### src/design/stgw_pkg.sv
// Shared types and constants for the styled text grid writer.
// No dependencies; every other design file imports this package.
`timescale 1ns / 1ps

package stgw_pkg;

  localparam int unsigned CfgIndexW = 3;
  localparam int unsigned CfgDataW  = 9;
  localparam int unsigned EntryW    = 10;

  localparam logic [7:0] CharNewline = 8'h0A;
  localparam logic [7:0] CharEscape  = 8'h00;

  typedef enum logic [CfgIndexW-1:0] {
    REG_DEF_TEXT = 3'd0,
    REG_DEF_BG   = 3'd1,
    REG_DEF_UL   = 3'd2,
    REG_COLUMNS  = 3'd3,
    REG_ROWS     = 3'd4,
    REG_CODE     = 3'd5
  } reg_index_t;

  typedef enum logic [1:0] {
    KIND_NONE     = 2'd0,
    KIND_WRITE    = 2'd1,
    KIND_BAD_CODE = 2'd2,
    KIND_OVERFLOW = 2'd3
  } kind_t;

  typedef enum logic [1:0] {
    PH_NORMAL = 2'd0,
    PH_CODE   = 2'd1,
    PH_COLOR  = 2'd2
  } phase_t;

  typedef enum logic [1:0] {
    TGT_TEXT = 2'd0,
    TGT_BG   = 2'd1,
    TGT_UL   = 2'd2,
    TGT_POP  = 2'd3
  } target_t;

  typedef struct packed {
    logic [7:0] def_text;
    logic [7:0] def_bg;
    logic [7:0] def_ul;
    logic [8:0] cols_lim;
    logic [8:0] rows_lim;
    logic [7:0] code_base;
  } cfg_t;

  typedef struct packed {
    kind_t      kind;
    logic [7:0] column;
    logic [7:0] row;
    logic [7:0] character;
    logic [7:0] fg_color;
    logic [7:0] bg_color;
    logic [7:0] ul_color;
    logic       string_done;
  } result_t;

endpackage

### src/design/stgw_cfg_regs.sv
// Configuration register bank of the styled text grid writer.
// Depends on stgw_pkg for the register indexes and the cfg_t bundle.
`timescale 1ns / 1ps

module stgw_cfg_regs
  import stgw_pkg::*;
(
  input  logic                 clk,
  input  logic                 rst_n,
  input  logic                 cfg_we,
  input  logic [CfgIndexW-1:0] cfg_index,
  input  logic [CfgDataW-1:0]  cfg_wdata,
  output cfg_t                 cfg
);

  logic [7:0] def_text_r, def_bg_r, def_ul_r, code_base_r;
  logic [8:0] columns_r, rows_r;

  always_ff @(posedge clk) begin
    if (!rst_n) begin
      def_text_r  <= 8'd0;
      def_bg_r    <= 8'd0;
      def_ul_r    <= 8'd0;
      columns_r   <= 9'd80;
      rows_r      <= 9'd25;
      code_base_r <= 8'd1;
    end else if (cfg_we) begin
      unique case (cfg_index)
        REG_DEF_TEXT: def_text_r  <= cfg_wdata[7:0];
        REG_DEF_BG:   def_bg_r    <= cfg_wdata[7:0];
        REG_DEF_UL:   def_ul_r    <= cfg_wdata[7:0];
        REG_COLUMNS:  columns_r   <= cfg_wdata;
        REG_ROWS:     rows_r      <= cfg_wdata;
        REG_CODE:     code_base_r <= cfg_wdata[7:0];
        default: ;
      endcase
    end
  end

  // Sizes of 256 and above all mean a full 256-cell span.
  always_comb begin
    cfg.def_text  = def_text_r;
    cfg.def_bg    = def_bg_r;
    cfg.def_ul    = def_ul_r;
    cfg.code_base = code_base_r;
    cfg.cols_lim  = columns_r[8] ? 9'd256 : columns_r;
    cfg.rows_lim  = rows_r[8] ? 9'd256 : rows_r;
  end

endmodule

### src/design/stgw_stack_mem.sv
// Saved-style stack memory: one write port, one registered read port.
// A write to the entry being read is forwarded. Depends on stgw_pkg.
`timescale 1ns / 1ps

module stgw_stack_mem
  import stgw_pkg::*;
#(
  parameter int unsigned STACK_DEPTH = 16,
  parameter int unsigned AW = $clog2(STACK_DEPTH)
) (
  input  logic              clk,
  input  logic              rst_n,
  input  logic              wr_en,
  input  logic [AW-1:0]     wr_addr,
  input  logic [EntryW-1:0] wr_data,
  input  logic [AW-1:0]     rd_addr,
  output logic [EntryW-1:0] top
);

  logic [EntryW-1:0] mem [STACK_DEPTH];
  logic [EntryW-1:0] rd_q_r;
  logic [EntryW-1:0] byp_data_r;
  logic              byp_r;

  always_ff @(posedge clk) begin
    if (wr_en) begin
      mem[wr_addr] <= wr_data;
    end
    rd_q_r     <= mem[rd_addr];
    byp_data_r <= wr_data;
  end

  always_ff @(posedge clk) begin
    if (!rst_n) begin
      byp_r <= 1'b0;
    end else begin
      byp_r <= wr_en && (wr_addr == rd_addr);
    end
  end

  assign top = byp_r ? byp_data_r : rd_q_r;

endmodule

### src/design/stgw_parser.sv
// Escape parser, colour state and cursor of the styled text grid writer.
// Drives the stack memory ports; depends on stgw_pkg.
`timescale 1ns / 1ps

module stgw_parser
  import stgw_pkg::*;
#(
  parameter int unsigned STACK_DEPTH = 16,
  parameter int unsigned AW = $clog2(STACK_DEPTH),
  parameter int unsigned CW = $clog2(STACK_DEPTH + 1)
) (
  input  logic              clk,
  input  logic              rst_n,
  input  cfg_t              cfg,
  input  logic              accept,
  input  logic [7:0]        text_byte,
  input  logic              last_byte,
  input  logic [EntryW-1:0] top,
  output logic              push_en,
  output logic [AW-1:0]     push_addr,
  output logic [EntryW-1:0] push_data,
  output logic [AW-1:0]     rd_addr,
  output result_t           res
);

  phase_t     phase_r, phase_nxt;
  logic [1:0] pend_r, pend_nxt;
  logic [7:0] txt_r, txt_nxt, bg_r, bg_nxt, ul_r, ul_nxt;
  logic [8:0] col_r, col_nxt, row_r, row_nxt;
  logic [CW-1:0] count_r, count_nxt, count_sel, count_dec;
  logic       open_r, open_nxt;

  logic [7:0] eff_txt, eff_bg, eff_ul, rel, sel_color;
  logic       push;

  always_comb begin
    eff_txt = open_r ? txt_r : cfg.def_text;
    eff_bg  = open_r ? bg_r  : cfg.def_bg;
    eff_ul  = open_r ? ul_r  : cfg.def_ul;
    rel     = text_byte - cfg.code_base;
    unique case (rel[1:0])
      TGT_TEXT: sel_color = eff_txt;
      TGT_BG:   sel_color = eff_bg;
      default:  sel_color = eff_ul;
    endcase

    phase_nxt = phase_r;
    pend_nxt  = pend_r;
    txt_nxt   = eff_txt;
    bg_nxt    = eff_bg;
    ul_nxt    = eff_ul;
    col_nxt   = col_r;
    row_nxt   = row_r;
    count_nxt = count_r;
    count_dec = count_r - CW'(1);
    open_nxt  = 1'b1;
    push      = 1'b0;

    res                  = '0;
    res.kind             = KIND_NONE;
    res.string_done      = last_byte;

    unique case (phase_r)
      PH_CODE: begin
        phase_nxt = PH_NORMAL;
        if (rel <= 8'd2) begin
          if (count_r < CW'(STACK_DEPTH)) begin
            push      = 1'b1;
            count_nxt = count_r + CW'(1);
          end else begin
            res.kind = KIND_OVERFLOW;
          end
          pend_nxt  = rel[1:0];
          phase_nxt = PH_COLOR;
        end else if (rel == 8'd3) begin
          if (count_r != '0) begin
            count_nxt = count_dec;
            unique case (top[9:8])
              TGT_TEXT: txt_nxt = top[7:0];
              TGT_BG:   bg_nxt  = top[7:0];
              default:  ul_nxt  = top[7:0];
            endcase
          end
        end else begin
          res.kind = KIND_BAD_CODE;
        end
      end
      PH_COLOR: begin
        phase_nxt = PH_NORMAL;
        unique case (pend_r)
          TGT_TEXT: txt_nxt = text_byte;
          TGT_BG:   bg_nxt  = text_byte;
          default:  ul_nxt  = text_byte;
        endcase
      end
      default: begin
        if (row_r < cfg.rows_lim) begin
          if (text_byte == CharNewline) begin
            row_nxt = row_r + 9'd1;
            col_nxt = 9'd0;
          end else if (text_byte == CharEscape && !last_byte) begin
            phase_nxt = PH_CODE;
          end else if (col_r < cfg.cols_lim) begin
            res.kind      = KIND_WRITE;
            res.column    = col_r[7:0];
            res.row       = row_r[7:0];
            res.character = text_byte;
            res.fg_color  = eff_txt;
            res.bg_color  = eff_bg;
            res.ul_color  = eff_ul;
            col_nxt       = col_r + 9'd1;
          end
        end
      end
    endcase

    // The end of a string drops any open escape and empties the stack.
    if (last_byte) begin
      phase_nxt = PH_NORMAL;
      pend_nxt  = TGT_TEXT;
      col_nxt   = 9'd0;
      row_nxt   = 9'd0;
      count_nxt = '0;
      open_nxt  = 1'b0;
    end

    count_sel = accept ? count_nxt : count_r;
  end

  assign push_en   = accept && push;
  assign push_addr = count_r[AW-1:0];
  assign push_data = {rel[1:0], sel_color};
  // Keep the read port pointed at the entry that will be on top next cycle.
  assign rd_addr   = AW'(count_sel - CW'(1));

  always_ff @(posedge clk) begin
    if (!rst_n) begin
      phase_r <= PH_NORMAL;
      pend_r  <= TGT_TEXT;
      txt_r   <= 8'd0;
      bg_r    <= 8'd0;
      ul_r    <= 8'd0;
      col_r   <= 9'd0;
      row_r   <= 9'd0;
      count_r <= '0;
      open_r  <= 1'b0;
    end else if (accept) begin
      phase_r <= phase_nxt;
      pend_r  <= pend_nxt;
      txt_r   <= txt_nxt;
      bg_r    <= bg_nxt;
      ul_r    <= ul_nxt;
      col_r   <= col_nxt;
      row_r   <= row_nxt;
      count_r <= count_nxt;
      open_r  <= open_nxt;
    end
  end

endmodule

### src/design/styled_text_grid_writer.sv
// Top level of the styled text grid writer: config bank, parser, stack memory
// and the result register. Depends on stgw_pkg and the stgw_* modules.
`timescale 1ns / 1ps

// The block takes one text byte per clock cycle while in_stall is low and
// returns exactly one result request per byte, in the cycle after the byte
// is accepted. Every byte is decoded combinationally: the saved-style
// stack lives in a memory with one write port and a registered read port
// that always holds the current stack top and forwards a push to the entry
// being read, so a pop can follow a push directly. The result sits in one
// output register, and a new byte is taken whenever that register is empty
// or being emptied in the same cycle; in_stall rises only while a result
// waits under out_stall. The stack memory needs no clearing after reset,
// since only entries that were pushed are ever read. Configuration should
// be written only while no request is in flight.

module styled_text_grid_writer
  import stgw_pkg::*;
#(
  parameter int unsigned STACK_DEPTH = 16
) (
  input  logic                 clk,
  input  logic                 rst_n,
  input  logic                 cfg_we,
  input  logic [CfgIndexW-1:0] cfg_index,
  input  logic [CfgDataW-1:0]  cfg_wdata,
  input  logic                 in_valid,
  output logic                 in_stall,
  input  logic [7:0]           in_text_byte,
  input  logic                 in_last_byte,
  output logic                 out_valid,
  input  logic                 out_stall,
  output logic [1:0]           out_kind,
  output logic [7:0]           out_column,
  output logic [7:0]           out_row,
  output logic [7:0]           out_character,
  output logic [7:0]           out_text_color,
  output logic [7:0]           out_background_color,
  output logic [7:0]           out_underline_color,
  output logic                 out_string_done
);

  localparam int unsigned AW = $clog2(STACK_DEPTH);
  localparam int unsigned CW = $clog2(STACK_DEPTH + 1);

  cfg_t              cfg;
  result_t           res, res_r;
  logic              out_valid_r;
  logic              accept;
  logic              push_en;
  logic [AW-1:0]     push_addr, rd_addr;
  logic [EntryW-1:0] push_data, top;

  // A byte is taken whenever the result register is free this cycle.
  assign in_stall = out_valid_r && out_stall;
  assign accept   = in_valid && !in_stall;

  stgw_cfg_regs u_cfg (
    .clk       (clk),
    .rst_n     (rst_n),
    .cfg_we    (cfg_we),
    .cfg_index (cfg_index),
    .cfg_wdata (cfg_wdata),
    .cfg       (cfg)
  );

  stgw_parser #(
    .STACK_DEPTH (STACK_DEPTH),
    .AW          (AW),
    .CW          (CW)
  ) u_parser (
    .clk       (clk),
    .rst_n     (rst_n),
    .cfg       (cfg),
    .accept    (accept),
    .text_byte (in_text_byte),
    .last_byte (in_last_byte),
    .top       (top),
    .push_en   (push_en),
    .push_addr (push_addr),
    .push_data (push_data),
    .rd_addr   (rd_addr),
    .res       (res)
  );

  stgw_stack_mem #(
    .STACK_DEPTH (STACK_DEPTH),
    .AW          (AW)
  ) u_stack (
    .clk     (clk),
    .rst_n   (rst_n),
    .wr_en   (push_en),
    .wr_addr (push_addr),
    .wr_data (push_data),
    .rd_addr (rd_addr),
    .top     (top)
  );

  // The result register holds its payload while the consumer stalls.
  always_ff @(posedge clk) begin
    if (!rst_n) begin
      out_valid_r <= 1'b0;
    end else if (accept) begin
      out_valid_r <= 1'b1;
    end else if (!out_stall) begin
      out_valid_r <= 1'b0;
    end
  end

  always_ff @(posedge clk) begin
    if (accept) begin
      res_r <= res;
    end
  end

  assign out_valid            = out_valid_r;
  assign out_kind             = res_r.kind;
  assign out_column           = res_r.column;
  assign out_row              = res_r.row;
  assign out_character        = res_r.character;
  assign out_text_color       = res_r.fg_color;
  assign out_background_color = res_r.bg_color;
  assign out_underline_color  = res_r.ul_color;
  assign out_string_done      = res_r.string_done;

endmodule

### config.mk
export PLATFORM = sky130hd
export DESIGN_NAME = styled_text_grid_writer
export DESIGN_NICKNAME = d
export VERILOG_FILES = /design/src/design/stgw_pkg.sv /design/src/design/stgw_cfg_regs.sv /design/src/design/stgw_stack_mem.sv /design/src/design/stgw_parser.sv /design/src/design/styled_text_grid_writer.sv
export SDC_FILE = /design/constraint.sdc
export NUM_CORES = 1
export LEC_CHECK = 0
export BUFFER_PORTS_ARGS = -buffer_cell sky130_fd_sc_hd__buf_2
export CORE_MARGIN = 1
export CORE_UTILIZATION = 48
export CTS_BUF_LIST = sky130_fd_sc_hd__clkbuf_8
export CTS_CLUSTER_DIAMETER = 80
export DETAILED_ROUTE_END_ITERATION = 16
export MAX_ROUTING_LAYER = met4
export SYNTH_ARGS = -nofsm -noshare
export SYNTH_HDL_FRONTEND = slang
export SYNTH_HIERARCHICAL = 1
export SYNTH_SLANG_ARGS = --single-unit
### constraint.sdc
create_clock -name clk -period 12.9 [get_ports clk]
set_clock_uncertainty 0.1 [all_clocks]
set_input_delay 0 -clock clk [delete_from_list [all_inputs] [get_ports clk]]
set_output_delay 0 -clock clk [all_outputs]
set_load 0.02 [all_outputs]
After elaboration in Yosys (flattened, before gate mapping)
Memories as Yosys holds them, arrays and structs flattened. A register that Yosys moved wholly into a read port is not among the register bits. Index checks and enable logic that the tools add are counted.

RAM bits: 160. Latch bits: 0. Memory bits (read-only): 0. Word-level logic and storage cells: 157. Input port bits: 26. Flip-flop bits (word level): 165. Memories kept: 1.

Reductions and logical operators: 34. Magnitude comparators: 4. Multipliers: 0. Shift-type cells: 0. Bitwise logic cells: 2. Div/mod/pow operators: 0. Add/subtract/negate cells: 6. Eq/ne operators: 17. Multiplexer cells: 67.

Memory list: u_stack.mem (words 16, bits a word 10, read ports 1, clocked after Yosys merged registers in 1, write ports 1, RTL line stgw_stack_mem.sv:20) `logic [EntryW-1:0] mem [STACK_DEPTH];`.

Operators by type and width (count): 2-to-1 mux 50 bit (3); 2-to-1 mux 8 bit (18); 2-to-1 mux 9 bit (12); one-hot mux 8 bit (2 select lines) (4); 2-to-1 mux 49 bit (1); 2-to-1 mux 5 bit (7); 2-to-1 mux 2 bit (11); adder 9 x 1 -> 9 bit, second input constant (2); less-than comparator 9 bit (2); AND reduction 2 bit (6); 2-to-1 mux 10 bit (1); equality test 2 x 1 -> 1 bit, second input constant (4); equality test 8 x 2 -> 1 bit, second input constant (1); equality test 8 x 4 -> 1 bit, second input constant (1); <= comparator 8 x 2 -> 1 bit, second input constant (1); logical NOT 8 bit (1); 2-to-1 mux 1 bit (8); one-hot mux 2 bit (2 select lines) (2); AND reduction 4 bit (2); nonzero test 2 bit (4); nonzero test 4 bit (2); subtractor 8 bit (1); equality test 3 x 2 -> 1 bit, second input constant (2); equality test 3 bit, second input constant (2); other kinds (21) (32).

Depth between registers and ports, before layout
Gate-level depths: netlist of the first run.

Depth after elaboration: 10. Depth in mapped cells: 19. Depth with buffers taken out: 16.

Cells and area by module
The synthesis of the first run kept the hierarchy.

Modules (own cells, without submodules): stgw_stack_mem (sequential area each 5225.0 sq um, cells each 310, area an instance 6769.0 sq um, times used 1); stgw_parser (sequential area each 1041.0 sq um, cells each 708, area an instance 5225.0 sq um, times used 1); stgw_cfg_regs (sequential area each 1001.0 sq um, cells each 201, area an instance 2010.7 sq um, times used 1); styled_text_grid_writer (sequential area each 1551.5 sq um, cells each 55, area an instance 1574.0 sq um, times used 1).

Worst setup path after synthesis of the first run
OpenSTA, ideal clock, no wires.

Path kind: reg-to-reg. Start point: register out_valid_r, in the netlist out_valid. End point: memory u_stack.mem[0][0], enable pin. Setup slack: 7.136 ns. Arrival: 5.275 ns. Period minus slack after synthesis: 5.764 ns. Cell stages (with the launch flop): 10. Library setup time: 0.390 ns. Path through: dfxtp_1 and2_4 nor2b_1 clkbuf_1 nand2_1 inv_1 nand2_1 nor3_1 or3b_2 nor3_1.

Cells in the longest elaborated chain, start to end: 6.

RTL lines: from (decl) (RTL line styled_text_grid_writer.sv:48) `logic out_valid_r;`; from (signal assigned) (RTL line styled_text_grid_writer.sv:102) `out_valid_r <= 1'b0;`; from (signal assigned) (RTL line styled_text_grid_writer.sv:104) `out_valid_r <= 1'b1;`; from (signal assigned) (RTL line styled_text_grid_writer.sv:106) `out_valid_r <= 1'b0;`; logical AND 1 bit (RTL line styled_text_grid_writer.sv:55) `assign in_stall = out_valid_r && out_stall;`; net in_stall (RTL line styled_text_grid_writer.sv:28) `output logic in_stall,`; logical NOT 1 bit (RTL line styled_text_grid_writer.sv:56) `assign accept = in_valid && !in_stall;`; logical AND 1 bit (RTL line styled_text_grid_writer.sv:56); net accept (RTL line styled_text_grid_writer.sv:49) `logic accept;`; logical AND 1 bit (RTL line stgw_parser.sv:130) `assign push_en = accept && push;`; net push_en (RTL line styled_text_grid_writer.sv:50) `logic push_en;`; 2-to-1 mux 1 bit (RTL line stgw_stack_mem.sv:26) `if (wr_en) begin`; 2-to-1 mux 1 bit (not written as such) (RTL line stgw_stack_mem.sv:27) `mem[wr_addr] <= wr_data;`; to (decl) (RTL line stgw_stack_mem.sv:20).

The timed path passes the listed nets, and every way through them passes these cells.

Worst setup path after layout of the first run
Start point: register u_cfg.code_base_r[0]. End point: register u_stack.rd_q_r[7] (read register of u_stack.mem).

Cells in the longest elaborated chain, start to end: 8. Elaborated cells on any way between the ends: 9. Classes of those cells: 2 x add/sub; 1 x order compare; 1 x eq/ne; 5 x mux.

RTL lines: from (decl) (RTL line stgw_cfg_regs.sv:16) `logic [7:0] def_text_r, def_bg_r, def_ul_r, code_base_r;`; from (signal assigned) (RTL line stgw_cfg_regs.sv:34) `REG_CODE: code_base_r <= cfg_wdata[7:0];`; subtractor 8 bit (*) (RTL line stgw_parser.sv:40) `rel = text_byte - cfg.code_base;`; branches (longest 2 deep; another with <= comparator 8 x 2 -> 1 bit); 2-to-1 mux 5 bit (*) (RTL line stgw_parser.sv:66) `if (rel <= 8'd2) begin`; 2-to-1 mux 5 bit (*) (RTL line stgw_parser.sv:63) `unique case (phase_r)`; 2-to-1 mux 5 bit (*) (RTL line stgw_parser.sv:118) `if (last_byte) begin`; 2-to-1 mux 5 bit (*); subtractor 4 x 1 -> 4 bit (*) (RTL line stgw_parser.sv:134) `assign rd_addr = AW'(count_sel - CW'(1));`; net rd_addr[0] (RTL line styled_text_grid_writer.sv:51) `logic [AW-1:0] push_addr, rd_addr;`; to (decl) (RTL line stgw_stack_mem.sv:21) `logic [EntryW-1:0] rd_q_r;`.

Mark *: on every way through the listed nets, which the timed path passes. A chain may end at the register's enable or synchronous reset.

==> metrics.md, run 1 <==
| Metric | Value |
|---|---|
| Status | `completed` |
| Post-Syn Area per Cell | `12.23 um2` |
| Synth area leaders | `edfxtp_1 41%, dfxtp_1 16%, mux2i_1 6.4%` |
| Worst EP required | `13330 ps` |
| Clock Pin Slew Worst Setup and Hold Paths | `60 ps` |
| Yosys top cell by area | `edfxtp_1` |
| CP endpoint | `u_stack/rd_q_r[7]` |
| Arr. time, crit path | `5620 ps` |
| Tightest Hold Check Type | `in -> reg` |
| Cell area after synthesis | `15580 um2` |
| HPWL after detailed placement | `25780 um` |
| Worst setup SP type | `flop` |
| Initial antenna violation count | `0` |
| Top_reg_cell synth | `edfxtp_1` |
| Starting DRT DRC Count | `1060` |
| DIE WIDTH | `182.2 um` |
| Max clock buf depth | `3` |
| Buffers added on ports | `78` |
| RSZ-0062 raised after global routing | `false` |
| Fmax | `0.1925 GHz` |
| Slew @ Worst Pin | `1250 ps` |
| Part of the cycle the worst path needs | `0.4028` |
| Num rows | `65` |
| Asr flop ratio synth | `0` |
| Crit end category | `flop` |
| Setup bufs post-CTS | `0` |
| First-pass GRT wire length | `60580 um` |
| Total global routing overflow | `0` |
| Most common cell after layout, fill and taps aside | `edfxtp_1` |
| Pleak | `6.815 nW` |
| Worst r2r dst | `u_stack/rd_q_r[7]` |
| # IOs | `79` |
| Seq/Total Area, Yosys | `0.5661` |
| Minimum clock period | `5196 ps` |
| Largest net degree at the start of global routing | `57` |
| GP Congestion | `0.9331` |
| DR DRC count | `0` |
| Number of synthesis warnings | `6` |
| Slew Viols, Final | `0` |
| Final nets | `1446` |
| Setup TNS | `0 ps` |
| Area growth syn-to-layout | `13.81%` |
| Clk sinks | `335` |
| Max_cap viols | `0` |
| R2R Path Start | `u_cfg/code_base_r[0]` |
| Antenna-violating nets left | `0` |
| # diodes | `0` |
| Tot GR Track Use | `0.2446` |
| Core area | `31720 um2` |
| Start point of the critical path | `u_cfg/code_base_r[0]` |
| Synth Register Bits | `335` |
| Crit path kind | `reg -> reg` |
| WL/cell | `21.13 um` |
| Vias/cell | `5.781` |
| WL final | `38770 um` |
| Top cell type's share of synthesized area | `0.4067` |
| Max FO, Critical Path | `42` |
| Die area | `33180 um2` |
| Post-synth EDFFs | `211` |
| Root Buffer | `clkbuf_8` |
| H-tree depth | `2` |
| Via count | `10.61k` |
| Worst VDD drop | `97.29 uV` |
| Cell count after synthesis | `1274` |
| Finished Core Util | `0.5590` |
| Final Hold Fails | `0` |
| Synth Net Count | `1332` |
| Commonest non-fill, non-tap cells in the layout | `211 x edfxtp_1, 131 x nand2_1, 124 x dfxtp_1` |
| Reg2Reg Depth | `16` |
| DIE HEIGHT | `182.2 um` |
| Fraction of layout cells with a size suffix above 1 | `0.1779` |
| Vias in the first global route | `10.45k` |
| Slew HR | `0.1621` |
| Later-pin clock latency in the skew report | `590 ps` |
| First-pass DRT Iterations | `8` |
| Final setup viols | `0` |
| Flop-to-flop setup slack | `7700 ps` |
| Initial Utilization | `0.4912` |
| Power per Cell Area | `130.2 nW/um2` |
| Post-synth cell types | `84` |
| TritonCTS clock tree | `done` |
| CTS Buf Count | `54` |
-- layout make-up --
class / count / area, um2
Tap cell: 402 / 503.0
Fill cell: 2680 / 13990
Clock inverter: 33 / 214.0
Inverter: 52 / 195.2
Clock buffer: 68 / 935.9
Sequential cell: 335 / 8818
Timing Repair Buffer: 138 / 913.4
Multi-Input combinational cell: 807 / 6151
-- how the worst min path moves through the flow --
stage               from               to  slack, ps  cells after the start
2_1_floorplan      rst_n        out_valid         20                      1
3_3_place_gp    in_valid        out_valid        130                      2
3_5_place_dp    in_valid        out_valid        130                      2
4_1_cts        out_stall  out_string_done         40                      4
5_1_grt        out_stall  out_string_done         70                      4
6_report       out_stall  out_string_done         70                      4
-- power breakdown --
group | switching [mW] | internal (mW) | leakage, nW
clock network | 0.426 | 0.519 | 0.665
registers | 0.00926 | 1.18 | 2.97
logic | 0.119 | 0.0539 | 3.18
total | 0.554 | 1.75 | 6.81
-- Yosys cell counts (13+ instances only) --
master	n
nor2b_1	41
inv_1	50
a31oi_1	13
edfxtp_1	211
a221oi_1	17
dfxtp_1	124
a22oi_1	21
buf_2	13
ha_1	31
and2_1	25
nor2_1	64
mux2i_1	99
mux4_2	29
o21ai_0	53
nand2_1	132
a211oi_1	18
nand3_1	14
clkbuf_1	46
nand2b_1	19
a21oi_1	47
-- layer usage --
| metal | routed length [um] | global-route usage |
|---|---|---|
| met3 | 2556 | 0.04730 |
| met1 | 17950 | 0.3398 |
| met5 | 0 | - |
| met4 | 794 | 0.06521 |
| met2 | 17470 | 0.3677 |
-- metrics by stage --
stage                     instances  total power [mW]  setup slack [ps]  hold slack [ps]  area, um2
after floorplan                1274             1.320              7136            17.53      15580
after global placement         1705             1.376              7796            126.0      16290
after detailed placement       1705             1.379              7686            132.6      16290
after CTS                      1835             2.332              7689            39.24      17730
after global routing           1835             2.399              7363            66.56      17730
final                          1835             2.308              7704            65.64      17730
-- sequential cells by signal, summed over array words and instances (netlist names), 5 cells and up --
name and cells:
out_row 8, out_character 8, u_parser/row_r 9, u_parser/txt_r 8
u_parser/bg_r 8, u_parser/count_r 5, u_cfg/def_ul_r 8, u_stack/rd_q_r 10
u_stack/byp_data_r 10, out_column 8, u_cfg/rows_r 9, u_parser/col_r 9
u_cfg/columns_r 9, u_parser/ul_r 8, u_stack/mem 160, u_cfg/def_text_r 8
u_cfg/code_base_r 8, u_cfg/def_bg_r 8, out_text_color 8, out_underline_color 8
out_background_color 8
-- kinds of logic after synthesis --
kind of cell / share of synthesized area
and+or+nand+nor: 0.1252
DFF: 0.5661
AOI/OAI and AO/OA: 0.1051
muxes: 0.1313
buffers and inverters: 0.04048
adders and majority gates: 0.02618
xor gates and xnor gates: 0.005622
-- what timing repair did --
action,in CTS,in global routing
setup endpoints to repair,0,0
gates resized for setup,0,0
endpoints found under the hold margin,107,0
hold buffers,29,0
-- critical path, stage by stage, from the launching register on --
cell and delay, ps:
dfxtp_1 320, ha_1 210, fa_1 410, and2b_4 300, o21a_1 110, a31oi_1 50
a311o_1 500, nor3_4 340, nand3_1 180, xnor2_1 180, nand2_2 90, buf_4 610
ha_1 290, xnor2_1 220, nor2b_1 910, a22oi_1 180, nand2_1 130
Note: power is estimated with default switching activity, not from simulation.
==> inputs of run 2 (changes only) <==
--- a/config.mk
+++ b/config.mk
@@ -5,6 +5,7 @@
 export SDC_FILE = /design/constraint.sdc
 export NUM_CORES = 1
 export LEC_CHECK = 0
+export ABC_AREA = 1
 export BUFFER_PORTS_ARGS = -buffer_cell sky130_fd_sc_hd__buf_2
 export CORE_MARGIN = 1
 export CORE_UTILIZATION = 48
==> constraint.sdc (replaced) <==
create_clock -name clk -period 5.31 [get_ports clk]
set_clock_uncertainty 0.1 [all_clocks]
set_input_delay 0 -clock clk [delete_from_list [all_inputs] [get_ports clk]]
set_output_delay 0 -clock clk [all_outputs]
set_load 0.02 [all_outputs]
==> run 2 against run 1 <==
- count of clock-buffer cells in the layout down 2
- utilization about the same
- register-to-register slack worse by 6700 ps
- final cell count up 43%
- synthesized cell count up 58%
- routed wire length up 20%
- sequential power up 140%
- critical path type unchanged
- critical endpoint is now u_stack/rd_q_r[5]
- largest cell class unchanged
==> metrics.md, run 2 <==
| Metric | Value |
|---|---|
| Crit end category | `flop` |
| Buffers added on ports | `78 (unchanged)` |
| Largest net degree at the start of global routing | `82 (+44%)` |
| Simple-gate portion of the synthesized area | `0.2771 (+0.1519)` |
| Crit path cell chain | `ha_1 -> fa_1 -> inv_1 -> nand2_1 -> nor2_2 -> nand3_4 -> nand2_1 -> nand2_1 -> nand2_1 -> nand3_2 -> ha_1 -> xnor2_2 -> buf_4 -> inv_1 -> nand3_1 -> nand3_1 -> nand2_1` |
| Crit-path leading delay family | `simple AND/OR/NAND/NOR gates` |
| Filler cells | `3172 (+18%)` |
| Max clock buf depth | `3 (unchanged)` |
| # diodes | `0 (unchanged)` |
| Top cell type's share of synthesized area | `0.3820 (-0.02467)` |
| Post-synthesis mux area share | `0.006790 (-0.1245)` |
| Crit path kind | `reg -> reg` |
| Total power | `5.726 mW (+150%)` |
| Tot GR Track Use | `0.2739 (+0.02932)` |
| Antenna-violating nets left | `0 (unchanged)` |
| Fmax | `0.2349 GHz (+22%)` |
| Number of synthesis warnings | `6 (unchanged)` |
| TritonCTS clock tree | `done` |
| Tightest Hold Check Type | `in -> reg` |
| HPWL after detailed placement | `31060 um (+20%)` |
| Seq/Total Area, Yosys | `0.5317 (-0.03434)` |
| Minimum clock period | `4258 ps (-938.4 ps)` |
| CP most frequent cell | `nand2_1` |
| Cell area after synthesis | `16580 um2 (+6.5%)` |
| Critical Path Max Stage Delay | `670 ps (-240 ps)` |
| Multi-input logic area | `6206 um2 (+0.89%)` |
| Slew HR | `0.2190 (+0.05690)` |
| Starting DRT DRC Count | `1181 (+11%)` |
| Most common cell after layout, fill and taps aside | `nand2_1` |
| DIE WIDTH | `187.9 um (+3.1%)` |
| Max FFs per register | `160 (unchanged)` |
| Cell area after layout | `18870 um2 (+6.4%)` |
| Arr. time, crit path | `4670 ps (-950 ps)` |
| Final Hold Fails | `0 (unchanged)` |
| Synth Net Count | `2077 (+56%)` |
| Sequential cell area | `8818 um2 (unchanged)` |
| Area growth syn-to-layout | `13.78% (about the same)` |
| Setup bufs post-CTS | `0 (unchanged)` |
| Root Buffer | `clkbuf_8` |
| Status | `completed` |
| Total global routing overflow | `0 (unchanged)` |
| Largest Register | `u_stack/mem` |
| H-tree depth | `2 (unchanged)` |
| Via count | `13.68k (+29%)` |
| Post-Synth XOR/XNOR Area | `0.006337 (+0.0007152)` |
| Synth Register Bits | `335 (unchanged)` |
| Synth area leaders | `edfxtp_1 38%, dfxtp_1 15%, nand2_1 12%` |
| WL final | `46440 um (+20%)` |
| Top_reg_cell synth | `edfxtp_1` |
| Yosys top cell by area | `edfxtp_1` |
| Setup TNS | `0 ps (unchanged)` |
| Post-Syn Area per Cell | `8.214 um2 (-33%)` |
| CP Buf/Inv Count | `3 (+2)` |
| Final nets | `2193 (+52%)` |
| Initial Utilization | `0.4909 (about the same)` |
| DIE HEIGHT | `187.9 um (+3.1%)` |
| Initial antenna violation count | `0 (unchanged)` |
| Top flop regs | `u_stack/mem: 160 flops, u_stack/byp_data_r: 10 flops, u_stack/rd_q_r: 10 flops` |
| Vias in the first global route | `13.15k (+26%)` |
| Worst setup SP type | `flop` |
| Pleak | `8.492 nW (+25%)` |
| Later-pin clock latency in the skew report | `630 ps (+40 ps)` |
| Worst EP required | `5720 ps (-7610 ps)` |
| Count leader, synth | `nand2_1` |
| GP Congestion | `0.9693 (+3.9%)` |
| Worst VDD drop | `212.9 uV (+120%)` |
| Cell count after synthesis | `2019 (+58%)` |
| Clk sinks | `335 (unchanged)` |
| WL/cell | `17.66 um (-16%)` |
| Commonest non-fill, non-tap cells in the layout | `540 x nand2_1, 315 x inv_1, 247 x nand3_1` |
| Post-synth EDFFs | `211 (unchanged)` |
| Max FO, Critical Path | `22 (-48%)` |
| First-pass GRT wire length | `72620 um (+20%)` |
| # IOs | `79 (unchanged)` |
| Slew @ Worst Pin | `1170 ps (-79.79 ps)` |
| Power per Cell Area | `303.4 nW/um2 (+130%)` |
| Fraction of layout cells with a size suffix above 1 | `0.1128 (-0.06516)` |
| Clock Pin Slew Worst Setup and Hold Paths | `60 ps (about the same)` |
| First-pass DRT Iterations | `5 (-3)` |
| Synth Area in Compound Gates | `0.05651 (-0.04863)` |
| CTS Buf Count | `56 (+3.7%)` |
| Core area | `33780 um2 (+6.5%)` |
| Post-synth cell types | `44 (-48%)` |
| Slowest CP cell | `fa_1` |
| Vias/cell | `5.203 (-10%)` |
| Max_cap viols | `0 (unchanged)` |
| Post-synthesis adder-cell area fraction | `0.02459 (-0.001588)` |
| Hold slack | `20.78 ps (-44.86 ps)` |
| Num rows | `67 (+3.1%)` |
| Die area | `35300 um2 (+6.4%)` |
| Final setup viols | `0 (unchanged)` |
| Asr flop ratio synth | `0 (unchanged)` |
| DR DRC count | `0 (unchanged)` |
| Placement-stage cell area | `17280 um2 (+6.1%)` |
| Largest family of logic cells by synthesized area | `simple AND/OR/NAND/NOR gates` |
| Part of the cycle the worst path needs | `0.8018 (+0.3990)` |
| Commonest cells in the netlist | `540 x nand2_1, 286 x inv_1, 247 x nand3_1` |
| Slew Viols, Final | `0 (unchanged)` |
| RSZ-0062 raised after global routing | `false` |
run 2: worst register-to-register path, stage by stage (launching register included):
cell     delay (ps)
dfxtp_1         330
ha_1            210
fa_1            670
inv_1           160
nand2_1         160
nor2_2          280
nand3_4         230
nand2_1         150
nand2_1          60
nand2_1          70
nand3_2          80
ha_1            240
xnor2_2         130
buf_4           240
inv_1           620
nand3_1         200
nand3_1         140
nand2_1          60
run 2: routing by layer:
layer  track usage  wire length, um  vias up
li1              -                -     6715
met2        0.4483            22400      421
met5             -                0        -
met1        0.3444            19840     6441
met3       0.03650             2540      102
met4        0.1073             1661        0
run 2: metrics by stage:
step	worst slack (ps)	std cells	utilization
floorplan	1202	2019	-
global placement	1179	2478	0.5116
detailed placement	1091	2478	0.5116
CTS	1102	2629	0.5586
global route	658.6	2629	0.5586
finish	1052	2629	0.5586
run 2: cells by family after synthesis:
logic type | after synthesis
xor gates and xnor gates | 12
and+or+nand+nor | 1072
muxes | 10
AOI/OAI and AO/OA | 168
DFF | 335
buffers and inverters | 390
adders and majority gates | 32
run 2: path summary, 6_finish.rpt:
| kind | from | to | slack, ps | cells after the start |
|---|---|---|---|---|
| max | u_cfg/code_base_r[0] | u_stack/rd_q_r[5] | 1050 | 17 |
| min | in_valid | out_text_color[6] | 20 | 4 |
| max reg2reg | u_cfg/code_base_r[0] | u_stack/rd_q_r[5] | 1050 | 17 |
| min reg2reg | u_parser/bg_r[7] | u_parser/bg_r[7] | 360 | 2 |
run 2: final cells by class:
class / count / share of cell area
inverters: 299 / 0.05974
multi-input cells: 1294 / 0.3289
clock inverters: 38 / 0.01107
repair buffers: 149 / 0.05517
well taps: 448 / 0.02970
flip-flops and latches: 335 / 0.4673
clock buffers: 66 / 0.04814
run 2: power by group:
part / switching, mW / internal [mW]
Sequential: 0.0421 / 2.84
Combinational: 0.410 / 0.165
Clock: 1.04 / 1.22
run 2: repair_timing:
action,in CTS,in global routing
hold buffers,47,0
gates resized for setup,0,0
setup endpoints to repair,0,0
endpoints found under the hold margin,99,0
